--- src/design/vms_pkg.sv ---
// Shared types, codes and constants for the vessel mission sequencer.
`default_nettype none

package vms_pkg;

    // Route length limit and field widths.
    localparam int unsigned MAX_ROUTE = 255;
    localparam int unsigned WP_W      = 8;
    localparam int unsigned TIME_W    = 32;
    localparam int unsigned IN_DATA_W = 40;
    localparam int unsigned OUT_DATA_W = 24;

    // System modes.
    localparam logic [3:0] M_BOOT     = 4'd0;
    localparam logic [3:0] M_IDLE     = 4'd1;
    localparam logic [3:0] M_MANUAL   = 4'd2;
    localparam logic [3:0] M_AUTO     = 4'd3;
    localparam logic [3:0] M_MISSION  = 4'd4;
    localparam logic [3:0] M_PAUSED   = 4'd5;
    localparam logic [3:0] M_HOME     = 4'd6;
    localparam logic [3:0] M_SHUTDOWN = 4'd7;
    localparam logic [3:0] M_FAULT    = 4'd8;

    // Mission stages.
    localparam logic [3:0] S_NONE    = 4'd0;
    localparam logic [3:0] S_GOTO    = 4'd1;
    localparam logic [3:0] S_PREP    = 4'd2;
    localparam logic [3:0] S_RINSE   = 4'd3;
    localparam logic [3:0] S_SAMPLE  = 4'd4;
    localparam logic [3:0] S_POST    = 4'd5;
    localparam logic [3:0] S_DONE    = 4'd6;
    localparam logic [3:0] S_ABORTED = 4'd7;
    localparam logic [3:0] S_FAILED  = 4'd8;

    // Action codes.
    localparam logic [1:0] ACT_NONE   = 2'd0;
    localparam logic [1:0] ACT_ROUTE  = 2'd1;
    localparam logic [1:0] ACT_REPORT = 2'd2;

    // Request kinds on the input side.
    localparam logic REQ_COMMAND = 1'b0;
    localparam logic REQ_TIMER   = 1'b1;

    // Timer codes.
    localparam logic [2:0] TMR_TICK           = 3'd0;
    localparam logic [2:0] TMR_SAMPLE_TIMEOUT = 3'd4;

    // Configuration register indexes.
    localparam logic CFG_ROUTE_LENGTH   = 1'b0;
    localparam logic CFG_RETURN_HOME_MS = 1'b1;

    // Operations handed from the front end to the back end. Command codes
    // map one to one onto the first sixteen operations.
    localparam logic [4:0] OP_START      = 5'd0;
    localparam logic [4:0] OP_MANUAL     = 5'd1;
    localparam logic [4:0] OP_AUTO       = 5'd2;
    localparam logic [4:0] OP_UPLOAD     = 5'd3;
    localparam logic [4:0] OP_MISSION    = 5'd4;
    localparam logic [4:0] OP_PAUSE      = 5'd5;
    localparam logic [4:0] OP_RESUME     = 5'd6;
    localparam logic [4:0] OP_ABORT      = 5'd7;
    localparam logic [4:0] OP_HOME       = 5'd8;
    localparam logic [4:0] OP_STOP       = 5'd9;
    localparam logic [4:0] OP_REACHED    = 5'd10;
    localparam logic [4:0] OP_PREP_DONE  = 5'd11;
    localparam logic [4:0] OP_RINSE_DONE = 5'd12;
    localparam logic [4:0] OP_SAMPLE_DONE = 5'd13;
    localparam logic [4:0] OP_POST_DONE  = 5'd14;
    localparam logic [4:0] OP_HOME_DONE  = 5'd15;
    localparam logic [4:0] OP_TICK       = 5'd16;
    localparam logic [4:0] OP_TIMEOUT    = 5'd17;
    localparam logic [4:0] OP_NOP        = 5'd18;

    // One classified item waiting for the back end.
    typedef struct packed {
        logic [4:0]        opcode;
        logic [2:0]        err;
        logic [TIME_W-1:0] time_ms;
    } op_t;

    // Configuration seen by the back end.
    typedef struct packed {
        logic [WP_W-1:0]   route_length;
        logic [TIME_W-1:0] return_home_ms;
    } cfg_t;

    // Handshake between the queue and the back end.
    typedef struct packed {
        logic valid;
        op_t  op;
    } queue_head_t;

endpackage

`default_nettype wire

--- src/design/vms_front.sv ---
// Front end: accepts input items and classifies them into operations.
`default_nettype none

module vms_front
    import vms_pkg::*;
(
    input  wire logic                  req_type,
    input  wire logic [3:0]            command_code,
    input  wire logic [2:0]            timer_code,
    input  wire logic [TIME_W-1:0]     time_ms,
    output op_t                        op
);

    // Commands pass their code through; timer events split into tick,
    // timeout and ignored codes.
    always_comb
    begin
        op.time_ms = time_ms;
        op.err     = 3'd0;
        if (req_type == REQ_COMMAND)
        begin
            op.opcode = {1'b0, command_code};
        end
        else if (timer_code == TMR_TICK)
        begin
            op.opcode = OP_TICK;
        end
        else if (timer_code <= TMR_SAMPLE_TIMEOUT)
        begin
            op.opcode = OP_TIMEOUT;
            op.err    = timer_code;
        end
        else
        begin
            op.opcode = OP_NOP;
        end
    end

endmodule

`default_nettype wire

--- src/design/vms_queue.sv ---
// Two-entry queue between the front end and the back end.
`default_nettype none

module vms_queue
    import vms_pkg::*;
(
    input  wire logic  clk,
    input  wire logic  rst_n,
    input  wire logic  push,
    input  wire op_t   push_op,
    output logic       full,
    input  wire logic  pop,
    output queue_head_t head
);

    op_t        mem_reg [2];
    logic       wr_ptr_reg;
    logic       wr_ptr_next;
    logic       rd_ptr_reg;
    logic       rd_ptr_next;
    logic [1:0] count_reg;
    logic [1:0] count_next;

    assign full       = (count_reg == 2'd2);
    assign head.valid = (count_reg != 2'd0);
    assign head.op    = mem_reg[rd_ptr_reg];

    // Pointer and fill count update.
    always_comb
    begin
        wr_ptr_next = wr_ptr_reg ^ push;
        rd_ptr_next = rd_ptr_reg ^ pop;
        count_next  = count_reg + {1'b0, push} - {1'b0, pop};
    end

    always_ff @(posedge clk or negedge rst_n)
    begin
        if (!rst_n)
        begin
            wr_ptr_reg <= 1'b0;
            rd_ptr_reg <= 1'b0;
            count_reg  <= 2'd0;
        end
        else
        begin
            wr_ptr_reg <= wr_ptr_next;
            rd_ptr_reg <= rd_ptr_next;
            count_reg  <= count_next;
        end
    end

    // Entry storage.
    always_ff @(posedge clk)
    begin
        if (push)
        begin
            mem_reg[wr_ptr_reg] <= push_op;
        end
    end

endmodule

`default_nettype wire

--- src/design/vms_back.sv ---
// Back end: carries out operations on the mission state and registers results.
`default_nettype none

module vms_back
    import vms_pkg::*;
(
    input  wire logic           clk,
    input  wire logic           rst_n,
    input  wire cfg_t           cfg,
    input  wire queue_head_t    head,
    output logic                pop,
    output logic                out_valid,
    input  wire logic           out_ready,
    output logic [OUT_DATA_W-1:0] out_data
);

    logic [3:0]        mode_reg,  mode_next;
    logic [3:0]        stage_reg, stage_next;
    logic [WP_W-1:0]   wp_reg,    wp_next;
    logic [2:0]        err_reg,   err_next;
    logic [TIME_W-1:0] start_reg, start_next;
    logic [1:0]        action;
    logic              changed;
    logic              out_valid_reg;
    logic [OUT_DATA_W-1:0] out_data_reg;

    logic [WP_W:0]     wp_inc;
    logic [TIME_W-1:0] elapsed;
    logic              in_mission;

    assign pop       = head.valid && (!out_valid_reg || out_ready);
    assign out_valid = out_valid_reg;
    assign out_data  = out_data_reg;

    assign wp_inc     = {1'b0, wp_reg} + {{WP_W{1'b0}}, 1'b1};
    assign elapsed    = head.op.time_ms - start_reg;
    assign in_mission = (mode_reg == M_MISSION);

    // Next mission state for the operation at the head of the queue.
    always_comb
    begin
        mode_next  = mode_reg;
        stage_next = stage_reg;
        wp_next    = wp_reg;
        err_next   = err_reg;
        start_next = start_reg;
        action     = ACT_NONE;
        case (head.op.opcode)
            OP_START:
                if (mode_reg == M_BOOT) mode_next = M_IDLE;
            OP_MANUAL:
                if (mode_reg == M_IDLE) mode_next = M_MANUAL;
            OP_AUTO:
                if (mode_reg == M_IDLE || mode_reg == M_MANUAL) mode_next = M_AUTO;
            OP_UPLOAD:
                action = ACT_ROUTE;
            OP_MISSION:
                if (mode_reg == M_AUTO)
                begin
                    mode_next  = M_MISSION;
                    wp_next    = '0;
                    err_next   = 3'd0;
                    stage_next = S_GOTO;
                    start_next = head.op.time_ms;
                end
            OP_PAUSE:
                if (mode_reg == M_MISSION || mode_reg == M_AUTO) mode_next = M_PAUSED;
            OP_RESUME:
                if (mode_reg == M_PAUSED) mode_next = M_AUTO;
            OP_ABORT:
            begin
                mode_next  = M_HOME;
                stage_next = S_ABORTED;
                start_next = head.op.time_ms;
            end
            OP_HOME:
            begin
                mode_next  = M_HOME;
                start_next = head.op.time_ms;
            end
            OP_STOP:
                mode_next = M_SHUTDOWN;
            OP_REACHED:
                if (in_mission && stage_reg == S_GOTO)
                begin
                    stage_next = S_PREP;
                    start_next = head.op.time_ms;
                end
            OP_PREP_DONE:
                if (in_mission && stage_reg == S_PREP)
                begin
                    stage_next = S_RINSE;
                    start_next = head.op.time_ms;
                end
            OP_RINSE_DONE:
                if (in_mission && stage_reg == S_RINSE)
                begin
                    stage_next = S_SAMPLE;
                    start_next = head.op.time_ms;
                end
            OP_SAMPLE_DONE:
                if (in_mission && stage_reg == S_SAMPLE)
                begin
                    stage_next = S_POST;
                    start_next = head.op.time_ms;
                end
            OP_POST_DONE:
                if (in_mission && stage_reg == S_POST)
                begin
                    // The waypoint saturates, the route check uses the full count.
                    wp_next    = wp_inc[WP_W] ? {WP_W{1'b1}} : wp_inc[WP_W-1:0];
                    start_next = head.op.time_ms;
                    if (wp_inc >= {1'b0, cfg.route_length})
                    begin
                        mode_next  = M_HOME;
                        stage_next = S_DONE;
                    end
                    else
                    begin
                        stage_next = S_GOTO;
                    end
                end
            OP_HOME_DONE:
                if (mode_reg == M_HOME)
                begin
                    mode_next  = M_IDLE;
                    stage_next = S_NONE;
                    err_next   = 3'd0;
                end
            OP_TICK:
                if (mode_reg == M_HOME && elapsed >= cfg.return_home_ms
                    && stage_reg != S_DONE && stage_reg != S_ABORTED)
                begin
                    mode_next  = M_IDLE;
                    stage_next = S_NONE;
                    err_next   = 3'd0;
                end
            OP_TIMEOUT:
            begin
                mode_next  = M_FAULT;
                stage_next = S_FAILED;
                err_next   = head.op.err;
                action     = ACT_REPORT;
            end
            default:
            begin
                action = ACT_NONE;
            end
        endcase
        changed = (mode_next != mode_reg) || (stage_next != stage_reg)
                  || (wp_next != wp_reg) || (err_next != err_reg);
    end

    // Mission state and output valid.
    always_ff @(posedge clk or negedge rst_n)
    begin
        if (!rst_n)
        begin
            mode_reg      <= M_BOOT;
            stage_reg     <= S_NONE;
            wp_reg        <= '0;
            err_reg       <= 3'd0;
            start_reg     <= '0;
            out_valid_reg <= 1'b0;
        end
        else
        begin
            if (pop)
            begin
                mode_reg  <= mode_next;
                stage_reg <= stage_next;
                wp_reg    <= wp_next;
                err_reg   <= err_next;
                start_reg <= start_next;
            end
            if (pop)
            begin
                out_valid_reg <= 1'b1;
            end
            else if (out_ready)
            begin
                out_valid_reg <= 1'b0;
            end
        end
    end

    // Result payload.
    always_ff @(posedge clk)
    begin
        if (pop)
        begin
            out_data_reg <= {2'b00, changed, action, err_next, wp_next,
                             stage_next, mode_next};
        end
    end

endmodule

`default_nettype wire

--- src/design/vessel_mission_sequencer.sv ---
// Top level of the vessel mission sequencer.
// With an empty queue an accepted item is stored in the queue, then popped by the back end, which registers its result.
// Throughput: one item per cycle while the result output is not stalled, set by the state update in the back end.
// While a result is stalled the two-entry queue takes up to two more items, then stalls.
// Reset (rst_n low, asynchronous): mode boot, stage none, waypoint and error zero,
// queue and output empty, route_length 3 and return_home_ms 30000.
`default_nettype none

module vessel_mission_sequencer
    import vms_pkg::*;
(
    input  wire logic                  clk,
    input  wire logic                  rst_n,
    input  wire logic                  s_axis_tvalid,
    output logic                       s_axis_tready,
    // command_code [3:0], timer_code [6:4], time_ms [38:7], zero [39]
    input  wire logic [IN_DATA_W-1:0]  s_axis_tdata,
    // req_type [0]
    input  wire logic                  s_axis_tuser,
    output logic                       m_axis_tvalid,
    input  wire logic                  m_axis_tready,
    // system_mode [3:0], mission_stage [7:4], waypoint_index [15:8],
    // error_code [18:16], action_code [20:19], snapshot_changed [21], zero [23:22]
    output logic [OUT_DATA_W-1:0]      m_axis_tdata,
    input  wire logic                  cfg_we,
    input  wire logic                  cfg_index,
    input  wire logic [TIME_W-1:0]     cfg_wdata
);

    cfg_t        cfg_reg;
    logic [WP_W-1:0] route_wr;
    op_t         front_op;
    logic        q_full;
    logic        q_push;
    logic        q_pop;
    queue_head_t q_head;

    // Route length writes are clamped to one through the maximum.
    always_comb
    begin
        route_wr = cfg_wdata[WP_W-1:0];
        if (route_wr == '0)
        begin
            route_wr = {{(WP_W-1){1'b0}}, 1'b1};
        end
        else if (route_wr > WP_W'(MAX_ROUTE))
        begin
            route_wr = WP_W'(MAX_ROUTE);
        end
    end

    // Configuration registers.
    always_ff @(posedge clk or negedge rst_n)
    begin
        if (!rst_n)
        begin
            cfg_reg.route_length   <= WP_W'(3);
            cfg_reg.return_home_ms <= TIME_W'(30000);
        end
        else if (cfg_we)
        begin
            case (cfg_index)
                CFG_ROUTE_LENGTH:   cfg_reg.route_length   <= route_wr;
                CFG_RETURN_HOME_MS: cfg_reg.return_home_ms <= cfg_wdata;
                default:            cfg_reg <= cfg_reg;
            endcase
        end
    end

    assign s_axis_tready = !q_full;
    assign q_push        = s_axis_tvalid && !q_full;

    vms_front u_front (
        .req_type     (s_axis_tuser),
        .command_code (s_axis_tdata[3:0]),
        .timer_code   (s_axis_tdata[6:4]),
        .time_ms      (s_axis_tdata[38:7]),
        .op           (front_op)
    );

    vms_queue u_queue (
        .clk     (clk),
        .rst_n   (rst_n),
        .push    (q_push),
        .push_op (front_op),
        .full    (q_full),
        .pop     (q_pop),
        .head    (q_head)
    );

    vms_back u_back (
        .clk       (clk),
        .rst_n     (rst_n),
        .cfg       (cfg_reg),
        .head      (q_head),
        .pop       (q_pop),
        .out_valid (m_axis_tvalid),
        .out_ready (m_axis_tready),
        .out_data  (m_axis_tdata)
    );

endmodule

`default_nettype wire

--- config.mk ---
export PLATFORM = sky130hd
export DESIGN_NAME = vessel_mission_sequencer
export DESIGN_NICKNAME = d
export VERILOG_FILES = /design/src/design/vms_pkg.sv /design/src/design/vms_front.sv /design/src/design/vms_queue.sv /design/src/design/vms_back.sv /design/src/design/vessel_mission_sequencer.sv
export SDC_FILE = /design/constraint.sdc
export NUM_CORES = 1
export LEC_CHECK = 0
export BUFFER_PORTS_ARGS = -buffer_cell sky130_fd_sc_hd__buf_2
export CORE_MARGIN = 2
export CORE_UTILIZATION = 59
export DETAILED_ROUTE_END_ITERATION = 8
export PLACE_DENSITY = 0.79
export SKIP_CTS_REPAIR_TIMING = 1
export SLEW_MARGIN = 10
export SYNTH_ARGS = -nofsm -noshare
export SYNTH_HDL_FRONTEND = slang
export SYNTH_SLANG_ARGS = --single-unit
--- constraint.sdc ---
create_clock -name clk -period 8.1 [get_ports clk]
set_input_delay 1.62 -clock clk [delete_from_list [all_inputs] [get_ports clk]]
set_output_delay 1.62 -clock clk [all_outputs]
set_load 0.02 [all_outputs]
Word-level counts from Yosys, hierarchy flattened
Memories as Yosys holds them, arrays and structs flattened.
Index checks and enable logic that the tools add are counted.
- register bits: 118
- bits in writable memories: 80
- input port bits: 79
- output and inout port bits: 26
- logic and storage cells: 143
- memories kept: 1
- add/subtract/negate cells: 4
- $lt $le $gt $ge: 4
- eq/ne operators: 41
- multiplexer cells: 49
- bitwise operators: 3
- reductions and logical operators: 29
- memory list (name ; words ; bits a word ; read ports ; clocked after Yosys merged registers in ; write ports ; RTL line ; source):
    u_queue.mem_reg ; 2 ; 40 ; 1 ; 0 ; 1 ; vms_queue.sv:16 ; op_t mem_reg [2];
- operators with widths (kind ; number):
    32-bit one-hot mux with 7 select lines ; 1
    32-bit 2-to-1 mux ; 6
    4-bit 2-to-1 mux ; 18
    4-bit one-hot mux with 12 select lines ; 1
    5-bit by 4-bit equality test with 1-bit output (second input constant) ; 8
    8-bit 2-to-1 mux ; 5
    4-bit one-hot mux with 10 select lines ; 1
    32-bit greater-or-equal comparator ; 1
    32-bit subtractor ; 1
    3-bit 2-to-1 mux ; 7
    4-bit by 3-bit equality test with 1-bit output (second input constant) ; 5
    5-bit by 3-bit equality test with 1-bit output (second input constant) ; 4
    4-bit by 2-bit equality test with 1-bit output (second input constant) ; 4
    8-bit one-hot mux with 2 select lines ; 1
    2-bit by 1-bit inequality test with 1-bit output (second input constant) ; 6
    3-bit one-hot mux with 4 select lines ; 1
    5-bit by 2-bit equality test with 1-bit output (second input constant) ; 2
    5-bit equality test (second input constant) ; 2
    1-bit logical AND ; 10
    5-bit 2-to-1 mux ; 2
    8-bit by 1-bit adder with 9-bit output (second input constant) ; 1
    9-bit by 8-bit greater-or-equal comparator with 1-bit output ; 1
    4-bit by 1-bit equality test with 1-bit output (second input constant) ; 2
    8-bit greater-than comparator (second input constant) ; 1
    25 further kinds ; 39

Longest topological paths before layout
Gate-level depths: netlist of run 1.
An unclocked memory read counts as a cell.
- depth in word-level cells: 12
- mapped depth: 27
- depth with buffers taken out: 23

Hierarchy
A second synthesis of run 1 with hierarchy kept.
- cells, all modules: 1111
- area total of the unflattened synthesis: 11913.9 µm²
- modules (own cells, without submodules) (module ; times used ; cells an instance ; area an instance (µm²) ; sequential area each (µm²)):
    vms_back ; 1 ; 832 ; 6725.2 ; 1961.9
    vms_queue ; 1 ; 141 ; 3300.7 ; 2502.4
    vessel_mission_sequencer ; 1 ; 92 ; 1519.0 ; 1012.2
    vms_front ; 1 ; 46 ; 369.1 ; 0.0

Least setup slack after synthesis of run 1
Ideal clock, no wire load.
- kind: register to register
- start: reg u_queue.rd_ptr_reg
- end: reg u_back.mode_reg[1]
- library setup time: 122 ps
- arrival: 5617 ps
- slack: 2360 ps
- cell stages (with the launch flop): 25
- path buffers: 4
- cell sequence: dfrtp_1 > buf_6 > buf_12 > buf_4 > buf_1 > mux2_2 > ha_1 > a21oi_1 > o211ai_1 > or4b_2 > a31o_2 > a31oi_1 > a21oi_1 > o21bai_1 > a21oi_1 > xnor2_1 > ha_1 > nand4_1 > nor3_1 > a221o_1 > o21ai_0 > a32o_1 > or3_4 > or2_1 > a22o_1
- RTL lines (item ; RTL line ; source):
    start: declaration ; vms_queue.sv:19 ; logic rd_ptr_reg;
    start signal: assignment ; vms_queue.sv:47 ; rd_ptr_reg <= rd_ptr_next;
    end signal: assignment ; vms_back.sv:170 ; mode_reg <= mode_next;
    end: declaration ; vms_back.sv:17 ; logic [3:0] mode_reg, mode_next;

==> results of run 1 <==
[worst register-to-register path, stage by stage, from the launching register on]
cell and delay (ps):
dfrtp_2 880, mux2_2 450, ha_1 390, o21a_1 210
o21ai_0 350, a311o_1 230, a21oi_1 110, o21ai_0 370
a21boi_0 230, o22ai_1 390, mux2i_1 230, o2111ai_1 140
ha_1 320, nand4_1 180, nor4_1 390, o211ai_1 210
a32o_1 390, or3_4 430, or2_1 240, a22o_1 180
[cell type report]
type                            count  area (um2)
Timing Repair Buffer              107         553
Inverter                           91         342
Tap cell                          260         325
Clock inverter                     14         193
Antenna cell                        1        2.50
Fill cell                        1463        6060
Clock buffer                       18         429
Multi-Input combinational cell    755        5450
Sequential cell                   198        5480
[cell families after synthesis]
kind of cell / synth area share, %
AO/OA/AOI/OAI: 14.4
AND/OR/NAND/NOR: 13.6
XOR/XNOR: 2.84
flip-flops: 48.0
buffers and inverters: 4.35
other: 0.0329
multiplexers: 7.83
adder cells (fa/ha/maj): 8.96
[power groups by stage]
stage / clock network (mW) / registers, mW / logic [mW]
after floorplan: 0 / 1.57 / 2.23
after global placement: 0 / 1.57 / 2.78
after detailed placement: 0 / 1.58 / 2.89
after CTS: 0.901 / 1.57 / 2.96
after global routing: 0.936 / 1.60 / 3.30
final: 0.893 / 1.57 / 2.97
[stage by stage]
step                instances  util [%]  cell area, um2  power [mW]
finish                   1444      67.8           12800        5.43
global route             1443      67.8           12800        5.84
CTS                      1443      67.8           12800        5.42
detailed placement       1411      64.5           12100        4.47
global placement         1411      64.5           12100        4.34
floorplan                1073         -           11400        3.80
[how the worst min path moves through the flow]
stage	from	endpoint	slack, ps	depth (start not counted)
finish	u_queue.count_reg[0]$_DFF_PN0_	u_back.out_valid$_DFFE_PN0P_	500	2
global route	cfg_reg[21]$_DFFE_PN0P_	cfg_reg[21]$_DFFE_PN0P_	520	1
CTS	u_queue.count_reg[0]$_DFF_PN0_	u_back.out_valid$_DFFE_PN0P_	500	2
detailed placement	u_queue.count_reg[0]$_DFF_PN0_	u_back.out_valid$_DFFE_PN0P_	490	2
global placement	u_back.out_valid$_DFFE_PN0P_	u_back.out_valid$_DFFE_PN0P_	480	2
floorplan	u_queue.count_reg[0]$_DFF_PN0_	u_back.out_valid$_DFFE_PN0P_	470	2
[per-layer routing]
layer | global-route usage, % | vias to the layer above
met2 | 42.7 | 277
met4 | 8.75 | 2
li1 | - | 4067
met3 | 3.89 | 52
met5 | 0 | -
met1 | 33.7 | 4087
[placed cells by master (no fill, tap or decap), types with 8 or more instances in the layout]
cell type  netlist  layout
nand2b_1         8       8
nand2_1        105     105
mux2_2          71      71
nor2b_1         15      15
nand3_1         16      16
nor3_1          26      26
dfstp_2          9       9
o21ai_1          8       8
a21oi_1         66      66
a21o_1          18      18
buf_2            8     100
clkbuf_16        0      17
o21ai_0         75      75
xor2_1          11      11
dfrtp_1         87      86
nand4_1         10      10
edfxtp_1       102     102
o211ai_1         8       8
xnor2_1         26      26
ha_1            80      78
nor2_1          58      58
inv_1           91      91
==> impl_metrics.json, run 1 <==
{
  "synth_top_area_cell": "edfxtp_1",
  "power.leakage_nw": 5.48,
  "yosysMostFrequentCell": "nand2_1",
  "tightest_slew_ps": 1140,
  "crit_path_max_fanout": 31,
  "cts_tree": "yes",
  "grt_max_degree": 65,
  "worstPathCellList": "mux2_2 -> ha_1 -> o21a_1 -> o21ai_0 -> a311o_1 -> a21oi_1 -> o21ai_0 -> a21boi_0 -> o22ai_1 -> mux2i_1 -> o2111ai_1 -> ha_1 -> nand4_1 -> nor4_1 -> o211ai_1 -> a32o_1 -> or3_4 -> or2_1 -> a22o_1",
  "vias": 8485,
  "post_drt_wl_per_cell_um": 17.2,
  "start_util_pct": 60.5,
  "report.final.setup_viol": 0,
  "cp.required_ps": 8430,
  "startpoint_type": "flop",
  "place.gp.congestion": 0.914,
  "cts_root_buf": "clkbuf_16",
  "ys_seq_area_share_pct": 48.0,
  "cts.sinks": 198,
  "grt-ovfl-total": 0,
  "largest_reg_flops": 80,
  "top_layer": "met5",
  "worstPathArrival_ps": 6750,
  "p_sw_mw": 2.29,
  "r2r-end": "u_back.mode_reg[1]$_DFFE_PN0P_",
  "regToRegSetupSlack_ps": 1680,
  "period_share_pct": 79.2,
  "m1WireLength_um": 10900,
  "drc": 0,
  "status": "completed",
  "io-pin-count": 105,
  "htreeDepth": 4,
  "fp.dieW_um": 143,
  "syn-cell-area_um2": 11400,
  "cp_top_family": "compound AO/OA/AOI/OAI gates",
  "hold_viol": 0,
  "path_class": "flop to flop",
  "critPathBufInv": 0,
  "endpoint_kind": "flop",
  "synth_cell_types": 88,
  "wl_met3_um": 1260,
  "clock_skew_ps": 9.53,
  "nNetsFinal": 1330,
  "synth_ff_type": "edfxtp_1",
  "die-area_um2": 20400,
  "synthCells": 1072,
  "switching_share_pct": 42.2,
  "cp_slowest_stage_delay_ps": 880,
  "r2r_cells": 19,
  "vdd_drop_max_uv": 194,
  "yosys.area.top_type_share_pct": 26.9,
  "grt_pass1_wl_um": 40600,
  "synthToLayoutAreaGrowth_pct": 12.0,
  "wl_um": 24900,
  "slew_viol_final": 0,
  "p_int_mw": 3.14,
  "ys_warn_count": 0,
  "cp_slowest_cell": "dfrtp_2",
  "synth_edf_count": 102,
  "r2r_start": "u_queue.rd_ptr_reg$_DFF_PN0_",
  "yosys-top-cells-count": "nand2_1 (105), edfxtp_1 (102), inv_1 (91), dfrtp_1 (87), ha_1 (80)",
  "seqPwrFrac_pct": 28.9,
  "setup_ws_ps": 1680,
  "combPwrFrac_pct": 54.7,
  "rsz0062_at_grt": "false",
  "cap_violations": 0,
  "min_path_type": "flop to flop",
  "crit_end": "u_back.mode_reg[1]$_DFFE_PN0P_",
  "wl_met2_um": 12100,
  "holdWs_ps": 496,
  "drtAntennaViolNets": 0,
  "drt_iter0_drc": 666,
  "die_y_um": 143,
  "timing.final.crit_period_ps": 6420,
  "max_slew_margin_pct": 23.7,
  "critical_path.startpoint": "u_queue.rd_ptr_reg$_DFF_PN0_",
  "io_buffer_count": 101,
  "layout-drive-gt1-share_pct": 21.4,
  "rows": 50,
  "tns_ps": 0,
  "path_depth": 19,
  "place_ws_ps": 1830,
  "dp_hpwl_um": 17700,
  "timing.fmax_mhz": 156,
  "post_drt_via_cell_ratio": 5.88,
  "synthTopCellsByArea": "edfxtp_1 (27%), dfrtp_1 (19%), ha_1 (8.8%)",
  "cts_buffers": 17,
  "grt_pass1_vias": 8243,
  "async_reset_ff_share_pct": 48.5,
  "clkPwrFrac_pct": 16.5,
  "ctsLongestPathBuffers": 2,
  "antenna_found_initial": 2,
  "syn_avg_cell_area_um2": 10.6,
  "drtPass1Iterations": 7,
  "clk_pin_slew_worst_paths_ps": 70,
  "grt_use_total_pct": 25.4,
  "clkLatencyLatePin_ps": 440,
  "ys_seq_elements": 198,
  "core-area_um2": 18800,
  "power_per_cell_area_nw_per_um2": 425
}
Power figures use the tool's default switching activity.
==> run 2: changes to the inputs <==
CORE_UTILIZATION = 54   (was 59)
PLACE_DENSITY = 0.76   (was 0.79)
clock period = 5.5 ns   (was 8.1 ns; I/O delays follow)
==> run 2 against run 1 <==
  * Clock skew is 5.6 ps higher
  * Combinational power is 59% higher
  * Via count hardly changed
  * Largest cell class is now multi-input combinational cells
  * Highest routed layer is now met4
==> impl_metrics.json, run 2 (synthesis results as in run 1) <==
{
  "status": "completed",
  "r2r_start": "u_queue.rd_ptr_reg$_DFF_PN0_",
  "synthToLayoutAreaGrowth_pct": 14.7,
  "htreeDepth": 4,
  "report.final.setup_viol": 0,
  "wl_um": 24800,
  "cts_root_buf": "clkbuf_16",
  "tns_ps": 0,
  "worstHoldStart": "u_back.out_valid$_DFFE_PN0P_",
  "drc": 0,
  "die-area_um2": 22300,
  "fp.dieW_um": 149,
  "largest_reg_flops": 80,
  "cts.sinks": 198,
  "tightest_slew_ps": 1130,
  "r2r-end": "u_back.mode_reg[1]$_DFFE_PN0P_",
  "layout_common_cells": "nand2_1 (105), edfxtp_1 (102), buf_2 (100), inv_1 (91), dfrtp_1 (86)",
  "top_layer": "met4",
  "grt_pass1_wl_um": 40300,
  "wl_met2_um": 12200,
  "combPwrFrac_pct": 57.8,
  "startpoint_type": "flop",
  "max_slew_margin_pct": 24.5,
  "path_class": "flop to flop",
  "vdd_drop_max_uv": 288,
  "hold_viol": 0,
  "critical_path.startpoint": "u_queue.rd_ptr_reg$_DFF_PN0_",
  "crit_path_max_fanout": 11,
  "grt-ovfl-total": 0,
  "grt_use_total_pct": 22.9,
  "drtAntennaViolNets": 0,
  "nNetsFinal": 1363,
  "switching_share_pct": 41.5,
  "rows": 53,
  "final_util_pct": 62.6,
  "period_share_pct": 94.4,
  "power.leakage_nw": 5.66,
  "p_sw_mw": 3.40,
  "place_ws_ps": -38.0,
  "post_drt_wl_per_cell_um": 16.6,
  "antenna_found_initial": 1,
  "clock_skew_ps": 15.1,
  "start_util_pct": 54.6,
  "endpoint_kind": "flop",
  "clk_pin_slew_worst_paths_ps": 70,
  "setup_ws_ps": 307,
  "nFillCells": 1690,
  "min_path_type": "flop to flop",
  "grt_pass1_vias": 8339,
  "place.gp.congestion": 0.877,
  "layout.cells.non_filler": 1492,
  "final_common_cell": "nand2_1",
  "grt_max_degree": 69,
  "io-pin-count": 105,
  "post_drt_via_cell_ratio": 5.68,
  "timing.final.crit_period_ps": 5190,
  "slew_viol_final": 0,
  "cp.required_ps": 5830,
  "regToRegSetupSlack_ps": 310,
  "vias": 8477,
  "clkPwrFrac_pct": 14.7,
  "ctsLongestPathBuffers": 2,
  "r2r_cells": 19,
  "cts_tree": "yes",
  "layout-drive-gt1-share_pct": 24.4,
  "design_area_um2": 13100,
  "holdPathEnd": "u_back.out_valid$_DFFE_PN0P_",
  "power_per_cell_area_nw_per_um2": 627,
  "die_y_um": 149,
  "hold_depth": 2,
  "holdWs_ps": 504,
  "timing.fmax_mhz": 193,
  "cap_violations": 0,
  "drt_iter0_drc": 552,
  "power_mw": 8.19,
  "core-area_um2": 20900,
  "worstPathArrival_ps": 5520,
  "dp_cells": 1458,
  "p_int_mw": 4.79,
  "wl_met3_um": 1270,
  "io_buffer_count": 101,
  "place_area_um2": 12400,
  "drtPass1Iterations": 5,
  "clkLatencyLatePin_ps": 440,
  "cts_buffers": 17,
  "m1WireLength_um": 10900,
  "dp_hpwl_um": 17900,
  "seqPwrFrac_pct": 27.5
}
## run 2: cell types whose count changed in the layout (fill, tap and decap cells not counted), moves of 2 or more
cell	change
o21ai_2	+2
o21ai_0	-3
buf_4	+30
clkinvlp_4	-5
inv_6	+4
buf_12	+3
bufinv_16	-2
a21oi_1	-2
a21oi_2	+2
clkinv_2	+4
## run 2: how the worst max path moves through the flow
stage	to	slack, ps
finish	u_back.mode_reg[1]$_DFFE_PN0P_	310
global route	u_back.mode_reg[1]$_DFFE_PN0P_	-20
CTS	u_back.mode_reg[1]$_DFFE_PN0P_	-70
detailed placement	u_back.mode_reg[2]$_DFFE_PN0P_	-40
global placement	u_back.mode_reg[1]$_DFFE_PN0P_	-0.9
floorplan	u_back.mode_reg[1]$_DFFE_PN0P_	30
## run 2: layer usage
layer / global-route usage (%) / up-vias
met5: 0 / -
met4: 6.90 / 0
met3: 4.01 / 26
met2: 39.6 / 214
met1: 29.7 / 4095
li1: - / 4142
## run 2: critical path, cell delays in order, from the launching register on
cell      delay [ps]
dfrtp_2          380
buf_12           150
mux2_2           370
ha_1             320
nand2_1           70
o211ai_1         250
or4b_4           510
a31o_2           280
a31oi_4          190
a21oi_1          120
buf_4            150
xnor2_1          120
ha_1             290
nand4_1          170
nor4_2           330
o211ai_1         170
a32o_2           360
or3_4            430
or2_1            230
a22o_1           180
## run 2: layout make-up
class / instances / area, um2 / share of cell area, %
antenna: 1 / 2.50 / 0.0191
inverter: 91 / 342 / 2.61
multi-input combinational: 755 / 5510 / 42.2
clock buffer: 19 / 433 / 3.31
tap: 275 / 344 / 2.63
clock inverter: 13 / 120 / 0.919
timing repair buffer: 140 / 838 / 6.41
sequential: 198 / 5480 / 41.9
## run 2: power groups by stage
| stage | logic [mW] | clock network (mW) | registers, mW |
|---|---|---|---|
| floorplan | 3.30 | 0 | 2.31 |
| global placement | 4.39 | 0 | 2.28 |
| detailed placement | 4.52 | 0 | 2.30 |
| CTS | 4.59 | 1.22 | 2.27 |
| global route | 5.30 | 1.28 | 2.30 |
| finish | 4.73 | 1.20 | 2.25 |
==> run 3: changes to the inputs <==
CORE_ASPECT_RATIO = 1.2   (was default)
==> run 3 against run 2 <==
  * Clock power increased by 7%
  * Core utilization grew 0.95 points
  * Sequential power about the same
  * Clock skew is 4.5 ps lower
  * Critical path depth increased by 1
  * Cell count up 0.20%
  * Sequential share of layout area fell by 0.51 points
  * First-iteration DRC count is 16% higher
  * Clock-buffer cell count decreased by 1
  * Global-route usage grew 0.66 points
  * Critical path type unchanged
  * Largest power group unchanged
==> impl_metrics.json, run 3 (synthesis results as in run 1) <==
{
  "layout.cells.non_filler": 1495,
  "fp.dieW_um": 137,
  "critPathBufInv": 2,
  "largest_reg_flops": 80,
  "start_util_pct": 54.7,
  "io-pin-count": 105,
  "status": "completed",
  "grt_max_degree": 65,
  "grt_pass1_wl_um": 41200,
  "vdd_drop_max_uv": 337,
  "p_int_mw": 4.91,
  "grt_use_total_pct": 23.6,
  "cp_common_cell": "a21oi_1",
  "synthToLayoutAreaGrowth_pct": 16.1,
  "clk_pin_slew_worst_paths_ps": 80,
  "post_drt_via_cell_ratio": 5.72,
  "nNetsFinal": 1372,
  "layout-drive-gt1-share_pct": 25.2,
  "startpoint_type": "flop",
  "hold_viol": 0,
  "switching_share_pct": 41.4,
  "drtPass1Iterations": 6,
  "cp.required_ps": 5680,
  "cp_slowest_cell": "dfrtp_2",
  "timing.final.crit_period_ps": 5340,
  "grt-ovfl-total": 0,
  "ff_latch_area_um2": 5480,
  "slew_viol_final": 0,
  "cts.sinks": 198,
  "cp_top_family": "compound AO/OA/AOI/OAI gates",
  "worstPathArrival_ps": 5510,
  "combPwrFrac_pct": 57.6,
  "path_class": "flop to flop",
  "wl_um": 25200,
  "clock_skew_ps": 10.6,
  "clkPwrFrac_pct": 15.3,
  "crit_path_max_fanout": 34,
  "drc": 0,
  "power_per_cell_area_nw_per_um2": 632,
  "insertedDiodeCount": 0,
  "top_layer": "met5",
  "layout_common_cells": "nand2_1 (105), edfxtp_1 (102), buf_2 (100), inv_1 (91), dfrtp_1 (86)",
  "seqPwrFrac_pct": 27.1,
  "power.leakage_nw": 5.73,
  "worstPathCellList": "buf_4 -> buf_12 -> mux2_2 -> ha_1 -> a21oi_1 -> o221ai_1 -> or3_1 -> o21ai_0 -> a21oi_1 -> a211o_1 -> a21oi_1 -> xnor2_1 -> ha_1 -> nand4_1 -> nor3_2 -> a221o_1 -> o21ai_2 -> a32o_2 -> o41ai_1 -> nand2_1",
  "place_area_um2": 12400,
  "drtAntennaViolNets": 0,
  "dp_hpwl_um": 18100,
  "rows": 58,
  "timing.fmax_mhz": 187,
  "nFillCells": 1635,
  "dp_cells": 1456,
  "vias": 8557,
  "ctsLongestPathBuffers": 2,
  "place.gp.congestion": 0.891,
  "max_slew_margin_pct": 35.8,
  "drt_iter0_drc": 641,
  "p_sw_mw": 3.46,
  "wl_met3_um": 1030,
  "period_share_pct": 97.0,
  "final_common_cell": "nand2_1",
  "min_path_type": "flop to flop",
  "die_y_um": 163,
  "cp_slowest_stage_delay_ps": 520,
  "post_drt_wl_per_cell_um": 16.8,
  "design_area_um2": 13200,
  "antenna_found_initial": 1,
  "io_buffer_count": 101,
  "die-area_um2": 22300,
  "htreeDepth": 4,
  "cts_buffers": 17,
  "clkLatencyLatePin_ps": 440,
  "cts_tree": "yes",
  "multi_input_area_um2": 5570,
  "cts_root_buf": "clkbuf_16",
  "endpoint_kind": "flop",
  "m1WireLength_um": 10400,
  "cap_violations": 0,
  "core-area_um2": 20800,
  "tightest_slew_ps": 961,
  "wl_met2_um": 13100,
  "grt_pass1_vias": 8552,
  "report.final.setup_viol": 0
}
-- run 3: cell count changes in the layout (fill, tap and decap cells not counted), sizes merged --
cell      before  now
diode          1    0
bufinv         1    2
clkinvlp       0    2
inv           99   97
buf          140  149
clkbuf        19   18
-- run 3: per-stage QoR --
step | total power, mW | TNS [ps] | utilization, % | hold slack (ps) | setup slack, ps
after global placement | 6.69 | 0 | 59.7 | 489 | 44.9
after CTS | 8.18 | -374 | 62.6 | 509 | -103
after detailed placement | 6.85 | -87.3 | 59.7 | 494 | -33.8
after global routing | 9.06 | -459 | 63.5 | 530 | -80.2
after floorplan | 5.61 | 0 | - | 466 | 25.6
final | 8.37 | 0 | 63.5 | 507 | 164
-- run 3: power groups by stage --
stage               Combinational [mW]  Sequential (mW)  Clock (mW)
CTS                               4.62             2.27        1.29
finish                            4.82             2.26        1.28
global placement                  4.41             2.28           0
floorplan                         3.30             2.31           0
detailed placement                4.56             2.30           0
global route                      5.40             2.32        1.35
-- run 3: area by class of cell --
cell class                      instances  area share, %
Inverter                               91           2.58
Tap cell                              270           2.55
Clock inverter                         14           1.27
Timing Repair Buffer                  149           6.84
Sequential cell                       198           41.4
Multi-Input combinational cell        755           42.1
Clock buffer                           18           3.24
-- run 3: final timing paths --
kind | from | end | slack [ps] | cells after the start
max | u_queue.rd_ptr_reg$_DFF_PN0_ | u_back.out_data[4]$_DFFE_PP_ | 160 | 20
min | cfg_reg[32]$_DFFE_PN1P_ | cfg_reg[32]$_DFFE_PN1P_ | 510 | 2
min reg2reg | cfg_reg[32]$_DFFE_PN1P_ | cfg_reg[32]$_DFFE_PN1P_ | 510 | 2
min in group asynchronous | rst_n | u_back.wp_reg[3]$_DFFE_PN0P_ | 770 | 1
max in group asynchronous | rst_n | u_queue.rd_ptr_reg$_DFF_PN0_ | 3720 | 2
max reg2reg | u_queue.rd_ptr_reg$_DFF_PN0_ | u_back.out_data[4]$_DFFE_PP_ | 160 | 20
-- run 3: metal layers --
| metal | vias to the layer above | track usage (%) |
|---|---|---|
| met5 | - | 0 |
| met4 | 2 | 7.58 |
| met3 | 55 | 3.66 |
| met2 | 246 | 42.5 |
| met1 | 4090 | 28.7 |
| li1 | 4164 | - |
-- run 3: worst reg2reg max path, stage by stage, from the launching register on --
cell and delay [ps]:
dfrtp_2 520, buf_4 180, buf_12 190, mux2_2 380
ha_1 370, a21oi_1 170, o221ai_1 170, or3_1 390
o21ai_0 100, a21oi_1 110, a211o_1 280, a21oi_1 170
xnor2_1 110, ha_1 320, nand4_1 160, nor3_2 190
a221o_1 180, o21ai_2 90, a32o_2 320, o41ai_1 510
nand2_1 140
